**src/rtl/wtrs_pkg.sv**
```systemverilog
// Shared types and codes for the wavelet tree rank/select core.
`default_nettype none
package wtrs_pkg;

    localparam int ANSWER_W = 11;

    localparam logic [2:0] OP_APPEND = 3'd0;
    localparam logic [2:0] OP_BUILD  = 3'd1;
    localparam logic [2:0] OP_ACCESS = 3'd2;
    localparam logic [2:0] OP_RANK   = 3'd3;
    localparam logic [2:0] OP_SELECT = 3'd4;

    localparam logic [1:0] ST_OK        = 2'd0;
    localparam logic [1:0] ST_BAD       = 2'd1;
    localparam logic [1:0] ST_NOT_BUILT = 2'd2;
    localparam logic [1:0] ST_FULL      = 2'd3;

    localparam logic [3:0] SYMBOL_BITS_RESET = 4'd8;

    typedef struct packed {
        logic [2:0]  operation;
        logic [7:0]  symbol;
        logic [9:0]  position;
        logic [10:0] occurrence;
    } wtrs_in_t;

    typedef struct packed {
        logic [ANSWER_W-1:0] answer;
        logic                found;
        logic [1:0]          status;
    } wtrs_out_t;

    typedef struct packed {
        logic latch;
        logic decode;
        logic scan;
        logic emit;
    } wtrs_cmd_t;

    typedef struct packed {
        logic needs_scan;
        logic scan_done;
        logic out_free;
    } wtrs_stat_t;

endpackage
`default_nettype wire

```
**src/rtl/wtrs_ctrl.sv**
```systemverilog
// Sequencer for the wavelet tree core: accept, decode, scan, deliver.
`default_nettype none
module wtrs_ctrl import wtrs_pkg::*; (
    input  wire logic       aclk,
    input  wire logic       aresetn,
    input  wire logic       s_valid,
    output logic            s_ready,
    input  wire wtrs_stat_t stat,
    output wtrs_cmd_t       cmd
);

    typedef enum logic [1:0] {IDLE, DECODE, SCAN, DONE} state_t;

    state_t state_reg, state_next;

    always_comb begin
        state_next = state_reg;
        cmd        = '0;
        unique case (state_reg)
            IDLE: begin
                if (s_valid) begin
                    cmd.latch  = 1'b1;
                    state_next = DECODE;
                end
            end
            DECODE: begin
                cmd.decode = 1'b1;
                state_next = stat.needs_scan ? SCAN : DONE;
            end
            SCAN: begin
                cmd.scan = 1'b1;
                if (stat.scan_done) begin
                    state_next = DONE;
                end
            end
            DONE: begin
                // hold the result until the output register frees up
                if (stat.out_free) begin
                    cmd.emit   = 1'b1;
                    state_next = IDLE;
                end
            end
            default: state_next = IDLE;
        endcase
    end

    assign s_ready = (state_reg == IDLE);

    always_ff @(posedge aclk) begin
        if (!aresetn) begin
            state_reg <= IDLE;
        end else begin
            state_reg <= state_next;
        end
    end

endmodule
`default_nettype wire

```
**config.mk**
```make
export PLATFORM = sky130hd
export DESIGN_NAME = wtrs_ctrl
export DESIGN_NICKNAME = d
export VERILOG_FILES = /design/src/rtl/wtrs_pkg.sv /design/src/rtl/wtrs_ctrl.sv
export SDC_FILE = /design/constraint.sdc
export NUM_CORES = 1
export LEC_CHECK = 0
export BUFFER_PORTS_ARGS = -buffer_cell sky130_fd_sc_hd__buf_2
export CAP_MARGIN = 15
export CORE_AREA = 10 10 47 49
export DETAILED_ROUTE_END_ITERATION = 12
export DIE_AREA = 0 0 57 59
export GPL_TIMING_DRIVEN = 0
export MAX_ROUTING_LAYER = met4
export PLACE_DENSITY = 0.35
export SLEW_MARGIN = 20
export SYNTH_ARGS = -nofsm -noshare
export SYNTH_HDL_FRONTEND = slang
export SYNTH_SLANG_ARGS = --single-unit
```
**constraint.sdc**
```tcl
create_clock -name aclk -period 1.55 [get_ports aclk]
set_clock_uncertainty 0.05 [all_clocks]
set_input_delay 0.2325 -clock aclk [delete_from_list [all_inputs] [get_ports aclk]]
set_output_delay 0.2325 -clock aclk [all_outputs]
set_load 0.005 [all_outputs]
```
==> results.toml, run 1 <==
[synthesis]
ys_seq_elements = 2
synth_area_per_cell_um2 = 9.01
synth_edf_count = 0
yosysWarningCount = 0
synth_fp_nets = 35
synth_top_area_share_pct = 22.2
ys_top_cells_by_area = "sky130_fd_sc_hd__ha_1, sky130_fd_sc_hd__dfxtp_1, sky130_fd_sc_hd__nor2b_4"
synth_area_leader = "sky130_fd_sc_hd__ha_1"
share_of_the_yosys_chip_area_belonging_to_registers_pct = 17.8
synthMostInstantiatedCell = "sky130_fd_sc_hd__ha_1"
post_synth_num_cell_types = 17
synth_top_flop_cell = "sky130_fd_sc_hd__dfxtp_1"
syn-cell-area_um2 = 225
postSynth.asyncResetShare_pct = 0
post_synth_most_frequent_cells = "sky130_fd_sc_hd__ha_1, sky130_fd_sc_hd__inv_1, sky130_fd_sc_hd__dfxtp_1, sky130_fd_sc_hd__nand2b_1, sky130_fd_sc_hd__nor2b_1"
postSynthCellCount = 25

[worst_setup_path]
startpoint_type = "flop"
timing.critical_path.slowest_cell_delay_ns = 0.37
crit_arrival_ns = 1.17
cp_max_fo = 6
rrSetupSlack_ns = 0.14
timing.setup.critical_path_class = "flop to primary output"
critical_path_required_ns = 1.27
crit_chain = "inv_1 -> ha_2 -> and2_1 -> buf_2"
crit_slowest_cell = "sky130_fd_sc_hd__dfxtp_1"
crit_path_end_kind = "primary output"

[timing]
final-setup-viol-count = 0
grt_setup_unrepaired = "no"
final.setup.tns_ns = 0
slew_viol_final = 0
worst_slew_margin_rel_pct = 84.8
report.final.hold_viol_count = 0
fmax_ghz = 0.690
worstMarginPinSlew_ns = 0.226
layout_min_cycle_time_ns = 1.45
finalCritPeriodShare_pct = 93.5

[clock_network]
htree_levels = 1
tritoncts_clock_tree = "done"
clk_transition_reported_paths_ns = 0.03
post_cts_hold_buffer_count = 0
ctsRootBufferMaster = "sky130_fd_sc_hd__clkbuf_4"
cts_max_path_buffers = 2
cts_made_buffers = 3
cts_sink_cnt = 2
worstSkewPairLatency_ns = 0.22

[detailed_routing]
avgRoutedWirePerCell_um = 10.5
finalWirelength_um = 567
vias_per_cell = 3.98
detail_route.iter0.violations = 0
drt.antenna.violating_nets = 0
detail_route.drc_violations = 0
first_pass_drt_iterations = 1
vias = 215

[status]
run_status = "complete, no violations"

[min_path]
min_path_type = "input pin to flop"

[grt]
grt_max_degree = 7
first_global_vias = 242
antenna_violations_before_repair = 0
wire_length_of_the_first_global_routing_pass_um = 917
grt_use_total_pct = 3.45
grt-ovfl-total = 0

[placed_design]
gp_routability_congestion = 0.765
number_of_buffers_inserted_by_port_buffering = 10
detailed_place_hpwl_um = 492

[floorplanning]
core_area_mm2 = 0.00140
die_h_um = 59
site_rows = 14
die_area_mm2 = 0.00336
die_x_um = 57
num_io_pins = 11
initial_core_util_pct = 16.1

[power]
power_per_cell_area_mw_per_mm2 = 1640
power.leakage_nw = 0.156
vdd_ir_drop_max_uv = 419

[cells_and_area]
antenna_cells = 0
area_growth_syn_to_layout_pct = 42.8
layout.nets = 50
postLayoutCoreUtil_pct = 22.9
drive_gt1_share_pct = 50.0
largest_register_ffs = 2

[flow_run]
number_of_maximum_capacitance_constraint_violations = 0
-- timing repair --
action                                  4_1_cts  5_1_grt
setup buffers                                 0        0
hold endpoints to repair                      0        0
endpoints found under the setup margin        0        1
gates resized for setup                       0        2
-- through the flow --
stage / cells / area [µm²] / setup slack, ns / power, mW / hold slack [ns]
final: 54 / 322 / 0.101 / 0.527 / 0.225
after floorplan: 25 / 225 / 0.216 / 0.313 / 0.324
after global routing: 54 / 322 / 0.0234 / 0.594 / 0.221
after detailed placement: 51 / 295 / 0.125 / 0.414 / 0.453
after CTS: 54 / 318 / 0.0232 / 0.534 / 0.218
after global placement: 51 / 295 / 0.0975 / 0.420 / 0.457
-- where the power goes --
group	internal, mW	total (mW)	switching [mW]
Clock	0.0851	0.111	0.0257
Sequential	0.0797	0.109	0.0297
Combinational	0.156	0.307	0.151
-- worst paths after layout --
path,to,start,cells after the start
worst max register to register,state_reg[0],state_reg[0],5
worst min-delay path,state_reg[1],aresetn,2
worst max-delay path,cmd[3],state_reg[0],4
worst min register to register,state_reg[1],state_reg[1],2
-- cells by family (layout without fill, tap and decap cells) --
family | Yosys count | after routing | share of synthesized area [%]
buf+inv | 3 | 16 | 5.00
fa+ha+maj | 4 | 4 | 22.2
simple gates | 12 | 12 | 39.4
compound gates | 4 | 4 | 15.6
flops | 2 | 2 | 17.8
-- cell usage in the layout, fill, tap and decap left out --
cell	netlist	routed
sky130_fd_sc_hd__inv_1	3	3
sky130_fd_sc_hd__and2_1	1	1
sky130_fd_sc_hd__ha_2	0	1
sky130_fd_sc_hd__nand2b_1	2	2
sky130_fd_sc_hd__clkbuf_4	0	3
sky130_fd_sc_hd__dfxtp_2	0	1
sky130_fd_sc_hd__ha_1	4	3
sky130_fd_sc_hd__nand3_1	1	1
sky130_fd_sc_hd__a211o_1	1	1
sky130_fd_sc_hd__nor4_2	1	1
sky130_fd_sc_hd__nand4_1	1	1
sky130_fd_sc_hd__a21boi_1	1	1
sky130_fd_sc_hd__o221a_1	1	1
sky130_fd_sc_hd__nor2b_1	2	2
sky130_fd_sc_hd__nor2_1	1	1
sky130_fd_sc_hd__and2_2	1	1
sky130_fd_sc_hd__buf_2	0	10
sky130_fd_sc_hd__dfxtp_1	2	1
sky130_fd_sc_hd__or2b_2	1	1
sky130_fd_sc_hd__o31ai_1	1	1
sky130_fd_sc_hd__nor2b_4	1	1
-- critical path, delay by kind of cell (launching register included) --
family | cells | cell delay [ns]
flops | 1 | 0.37
buf+inv | 2 | 0.22
fa+ha+maj | 1 | 0.22
simple gates | 1 | 0.14
-- per-layer routing --
layer / wire length, µm / up-vias / global-route usage (%)
li1: - / 113 / -
met1: 276 / 94 / 3.64
met2: 282 / 8 / 5.43
met3: 8 / 0 / 0.644
met4: 0 / 0 / 3.02
met5: 0 / - / -
-- final cells by class --
cell class | instances | area (µm²)
fill | 163 | 1080
multi-input combinational | 20 | 176
timing repair buffer | 10 | 50.0
sequential | 2 | 41.3
clock buffer | 3 | 22.5
tap | 16 | 20.0
inverter | 3 | 11.3
Note: power is estimated with default switching activity, not from simulation.
==> inputs of run 2 (changes only) <==
Settings changed: ABC_AREA set to 1, CORE_AREA 10 10 47 49 to 8 8 45 47, DIE_AREA 0 0 57 59 to 0 0 53 55.
==> results.toml, run 2 <==
[timing]
finalCritPeriodShare_pct = 91.2
fmax_ghz = 0.708
slew_viol_final = 0
report.final.hold_viol_count = 0
setup_ws_ns = 0.137
layout_min_cycle_time_ns = 1.41
grt_setup_unrepaired = "no"
final-setup-viol-count = 0
final.setup.tns_ns = 0
worstMarginPinSlew_ns = 0.161
worst_slew_margin_rel_pct = 89.3

[clock_network]
ctsRootBufferMaster = "sky130_fd_sc_hd__clkbuf_4"
cts_setup_buffers = 0
tritoncts_clock_tree = "done"
htree_levels = 1
cts_made_buffers = 3
worstSkewPairLatency_ns = 0.22
cts_max_path_buffers = 2
cts_sink_cnt = 2
post_cts_hold_buffer_count = 0
clk_transition_reported_paths_ns = 0.03
cts.repair.resized = 0

[floorplanning]
site_rows = 14
die_area_mm2 = 0.00292
die_x_um = 53
num_io_pins = 11
initial_core_util_pct = 16.2
die_h_um = 55
core_area_mm2 = 0.00138

[placed_design]
number_of_buffers_inserted_by_port_buffering = 10
detailed_place_hpwl_um = 419
gp_routability_congestion = 0.690
place_worst_setup_slack_ns = 0.238

[synthesis]
synth_fp_nets = 44
share_of_the_yosys_chip_area_belonging_to_registers_pct = 17.9
postSynth.asyncResetShare_pct = 0
synth_area_per_cell_um2 = 6.59
synth_top_flop_cell = "sky130_fd_sc_hd__dfxtp_1"
synth_top_area_share_pct = 22.3
synth_edf_count = 0
yosysWarningCount = 0
synth_area_leader = "sky130_fd_sc_hd__ha_1"
postSynthCellCount = 34
ys_top_cells_by_area = "sky130_fd_sc_hd__ha_1, sky130_fd_sc_hd__dfxtp_1, sky130_fd_sc_hd__inv_1"
synthMostInstantiatedCell = "sky130_fd_sc_hd__inv_1"
post_synth_most_frequent_cells = "sky130_fd_sc_hd__inv_1, sky130_fd_sc_hd__nand2_1, sky130_fd_sc_hd__ha_1"
ys_seq_elements = 2
syn-cell-area_um2 = 224
post_synth_num_cell_types = 10

[worst_setup_path]
timing.setup.critical_path_class = "flop to primary output"
crit_chain = "inv_1 -> ha_1 -> nand2_1 -> inv_1 -> buf_2"
cp_common_cell = "sky130_fd_sc_hd__inv_1"
critical_path_required_ns = 1.27
cp_max_fo = 5
crit_slowest_cell = "sky130_fd_sc_hd__dfxtp_1"
startpoint_type = "flop"
timing.critical_path.slowest_cell_delay_ns = 0.38
crit_path_end_kind = "primary output"
worst-r2r-cell-count = 7
crit_arrival_ns = 1.13

[cells_and_area]
drive_gt1_share_pct = 42.6
layout.filler_cells = 169
largest_register_ffs = 2
most_used_cells_in_the_layout_excluding_fill_and_tap_cells = "sky130_fd_sc_hd__inv_1, sky130_fd_sc_hd__buf_2, sky130_fd_sc_hd__nand2_1"
antenna_cells = 0
layout.nets = 59
area_growth_syn_to_layout_pct = 41.9

[power]
vdd_ir_drop_max_uv = 520
p_int_uw = 315
sw_frac_of_total_pct = 43.4
power_per_cell_area_mw_per_mm2 = 1750
p_switching_uw = 241
power.leakage_nw = 0.210
fraction_of_power_consumed_by_the_clock_network_pct = 20.9
seq_power_share_pct = 20.8
comb_power_share_pct = 58.3

[grt]
antenna_violations_before_repair = 0
grt-ovfl-total = 0
first_global_vias = 224
wire_length_of_the_first_global_routing_pass_um = 821
grt_max_degree = 6
grt_use_total_pct = 4.27

[status]
run_status = "complete, no violations"

[min_path]
worst_hold_path.num_cells = 3
min_path_type = "input pin to flop"

[detailed_routing]
detail_route.iter0.violations = 2
vias_per_cell = 3.56
drt.antenna.violating_nets = 0
first_pass_drt_iterations = 2
vias = 224
detail_route.drc_violations = 0
avgRoutedWirePerCell_um = 7.62
finalWirelength_um = 480

[flow_run]
number_of_maximum_capacitance_constraint_violations = 0
==> run 2: cell count changes after synthesis, sizes merged <==
cell,delta
nor2b,-3
nand2b,-2
nand3,+2
or2b,-1
nand2,+11
a21boi,-1
nand4,-1
o31ai,-1
and2,-2
o221a,-1
a211o,-1
inv,+8
nor4,-1
a21oi,+2
==> run 2: routing by layer <==
layer | vias up | part of all wire (%) | track usage [%]
met4 | 0 | 3.3 | 6.47
met3 | 2 | 12 | 1.87
met5 | - | 0 | -
met1 | 90 | 34 | 3.33
li1 | 124 | - | -
met2 | 8 | 51 | 6.25
==> run 2: worst max-delay path, delay by kind of cell (launching register included) <==
| kind | cells | cell delay (ns) |
|---|---|---|
| flip-flops | 1 | 0.38 |
| adder cells (fa/ha/maj) | 1 | 0.23 |
| buffers and inverters | 3 | 0.22 |
| AND/OR/NAND/NOR | 1 | 0.07 |
==> run 2: path summary, 6_finish.rpt <==
kind | slack [ns] | end | startpoint
setup / recovery | 0.14 | cmd[3] | state_reg[1]
hold / removal | 0.19 | state_reg[0] | aresetn
setup reg to reg | 0.33 | state_reg[0] | state_reg[1]
hold reg to reg | 0.45 | state_reg[0] | state_reg[0]
==> run 2: final cells by class <==
cell class	count	area (µm²)	area share (%)
clock buffers	3	22.5	7.09
repair buffers	10	50.0	15.7
multi-input cells	21	143	44.9
well taps	16	20.0	6.30
flip-flops and latches	2	41.3	13.0
inverters	11	41.3	13.0
==> run 2: cells by family after synthesis <==
kind of cell,count (synthesis),synth area share [%]
simple gates,15,36.9
buf+inv,11,18.4
fa+ha+maj,4,22.3
compound gates,2,4.47
flops,2,17.9
==> run 2: per-stage QoR <==
step	utilization, %	area (µm²)	hold slack (ns)	cells	total power, mW
4_1_cts	22.9	317	0.197	63	0.577
2_1_floorplan	-	224	0.314	34	0.346
3_5_place_dp	21.2	294	0.437	60	0.453
5_1_grt	23.0	318	0.192	63	0.641
3_3_place_gp	21.2	294	0.432	60	0.455
6_report	23.0	318	0.191	63	0.556
==> run 2: power groups by stage <==
stage                     clock (mW)  sequential, mW  combinational, mW
after detailed placement           0           0.116              0.338
final                          0.116           0.115              0.324
after floorplan                    0           0.105              0.241
after global placement             0           0.116              0.339
after CTS                      0.124           0.115              0.338
after global routing           0.130           0.123              0.388
==> inputs of run 3 (changes only) <==
Settings changed: SLEW_MARGIN 20 to unset.
Clock period 1.55 ns to 1.4 ns, I/O delays scaled along.
==> results.toml, run 3 (synthesized netlist as in run 2, its figures left out) <==
[floorplanning]
site_rows = 14
die_x_um = 53
die_area_mm2 = 0.00292
die_h_um = 55
num_io_pins = 11
initial_core_util_pct = 16.2
core_area_mm2 = 0.00138

[detailed_routing]
met3RoutedLength_um = 57
first_pass_drt_iterations = 2
m1WireLength_um = 166
vias_per_cell = 3.56
finalWirelength_um = 483
drt.antenna.violating_nets = 0
top_layer_used = "met4"
detail_route.drc_violations = 0
detail_route.iter0.violations = 2
met2RoutedLength_um = 243
vias = 224
avgRoutedWirePerCell_um = 7.67

[worst_setup_path]
timing.setup.critical_path_class = "flop to primary output"
rr_startpoint = "state_reg[0]"
crit_arrival_ns = 1.06
worst-r2r-cell-count = 7
rrSetupSlack_ns = 0.20
end_of_the_critical_path = "cmd[1]"
critical_path_required_ns = 1.14
cp_max_fo = 5
startpoint = "state_reg[0]"
startpoint_type = "flop"
crit_path_end_kind = "primary output"
crit-reg2reg-capture = "state_reg[0]"

[timing]
grt_setup_unrepaired = "no"
final-setup-viol-count = 0
final.setup.tns_ns = 0
fmax_ghz = 0.757
slew_viol_final = 0
worst_slew_margin_rel_pct = 90.8
setup_ws_ns = 0.0787
tightest_hold_margin_ns = 0.168
report.final.hold_viol_count = 0
finalCritPeriodShare_pct = 94.4
layout_min_cycle_time_ns = 1.32
worstMarginPinSlew_ns = 0.138

[grt]
first_global_vias = 224
grt_max_degree = 6
antenna_violations_before_repair = 0
wire_length_of_the_first_global_routing_pass_um = 821
grt_use_total_pct = 4.27
grt-ovfl-total = 0

[power]
fraction_of_power_consumed_by_the_clock_network_pct = 19.3
sw_frac_of_total_pct = 42.1
seq_power_share_pct = 20.6
total_power_uw = 664
p_int_uw = 385
vdd_ir_drop_max_uv = 624
power.leakage_nw = 0.212
power_per_cell_area_mw_per_mm2 = 1990
comb_power_share_pct = 60.1
p_switching_uw = 280

[placed_design]
place.detailed.instances = 60
number_of_buffers_inserted_by_port_buffering = 10
detailed_place_hpwl_um = 419
gp_routability_congestion = 0.690
place_worst_setup_slack_ns = 0.0879
postPlaceCellArea_um2 = 294

[cells_and_area]
most_used_cells_in_the_layout_excluding_fill_and_tap_cells = "sky130_fd_sc_hd__inv_1, sky130_fd_sc_hd__buf_2, sky130_fd_sc_hd__nand2_1"
layout.nets = 59
area_growth_syn_to_layout_pct = 49.2
instances_no_fill = 63
postLayoutCoreUtil_pct = 24.1
antenna_cells = 0
drive_gt1_share_pct = 46.8
largest_register_ffs = 2
final_design_area_no_fill_um2 = 334

[status]
run_status = "complete, no violations"

[clock_network]
clk_transition_reported_paths_ns = 0.03
cts_made_buffers = 3
cts_sink_cnt = 2
post_cts_hold_buffer_count = 0
worstSkewPairLatency_ns = 0.22
ctsRootBufferMaster = "sky130_fd_sc_hd__clkbuf_4"
tritoncts_clock_tree = "done"
htree_levels = 1
cts_setup_buffers = 0
cts_max_path_buffers = 2

[min_path]
min_path_type = "input pin to flop"
worst_hold_path.num_cells = 3

[flow_run]
number_of_maximum_capacitance_constraint_violations = 0
[run 3: layer usage]
metal  vias up  track usage, %
li1        124               -
met1        90            3.33
met2         8            6.25
met3         2            1.87
met4         0            6.47
met5         -               -
[run 3: area by class of cell]
type                            count  area (µm²)
Clock buffer                        3        22.5
Fill cell                         167        1050
Inverter                           11        41.3
Multi-Input combinational cell     21         155
Sequential cell                     2        45.0
Tap cell                           16        20.0
Timing Repair Buffer               10        50.0
[run 3: worst min-delay path by stage]
stage                        from           end
after floorplan           aresetn  state_reg[0]
after global placement    aresetn  state_reg[0]
final                     aresetn  state_reg[0]
after CTS                 aresetn  state_reg[1]
after detailed placement  aresetn  state_reg[1]
after global routing      aresetn  state_reg[0]
[run 3: power groups by stage]
stage	clock, mW	sequential [mW]	combinational, mW
floorplan	0	0.116	0.267
global placement	0	0.129	0.376
detailed placement	0	0.128	0.374
CTS	0.137	0.134	0.383
global route	0.143	0.145	0.477
finish	0.128	0.137	0.399
[run 3: timing repair]
action                                  CTS  global route
endpoints found under the hold margin     0             0
pin swaps                                 0             1
resized for setup                         3             2
endpoints found under the setup margin    3             1
[run 3: worst max-delay path, cell delays in order (launching register included)]
cell and delay, ns:
sky130_fd_sc_hd__dfxtp_4 0.35, sky130_fd_sc_hd__inv_1 0.12, sky130_fd_sc_hd__ha_1 0.23, sky130_fd_sc_hd__buf_2 0.14
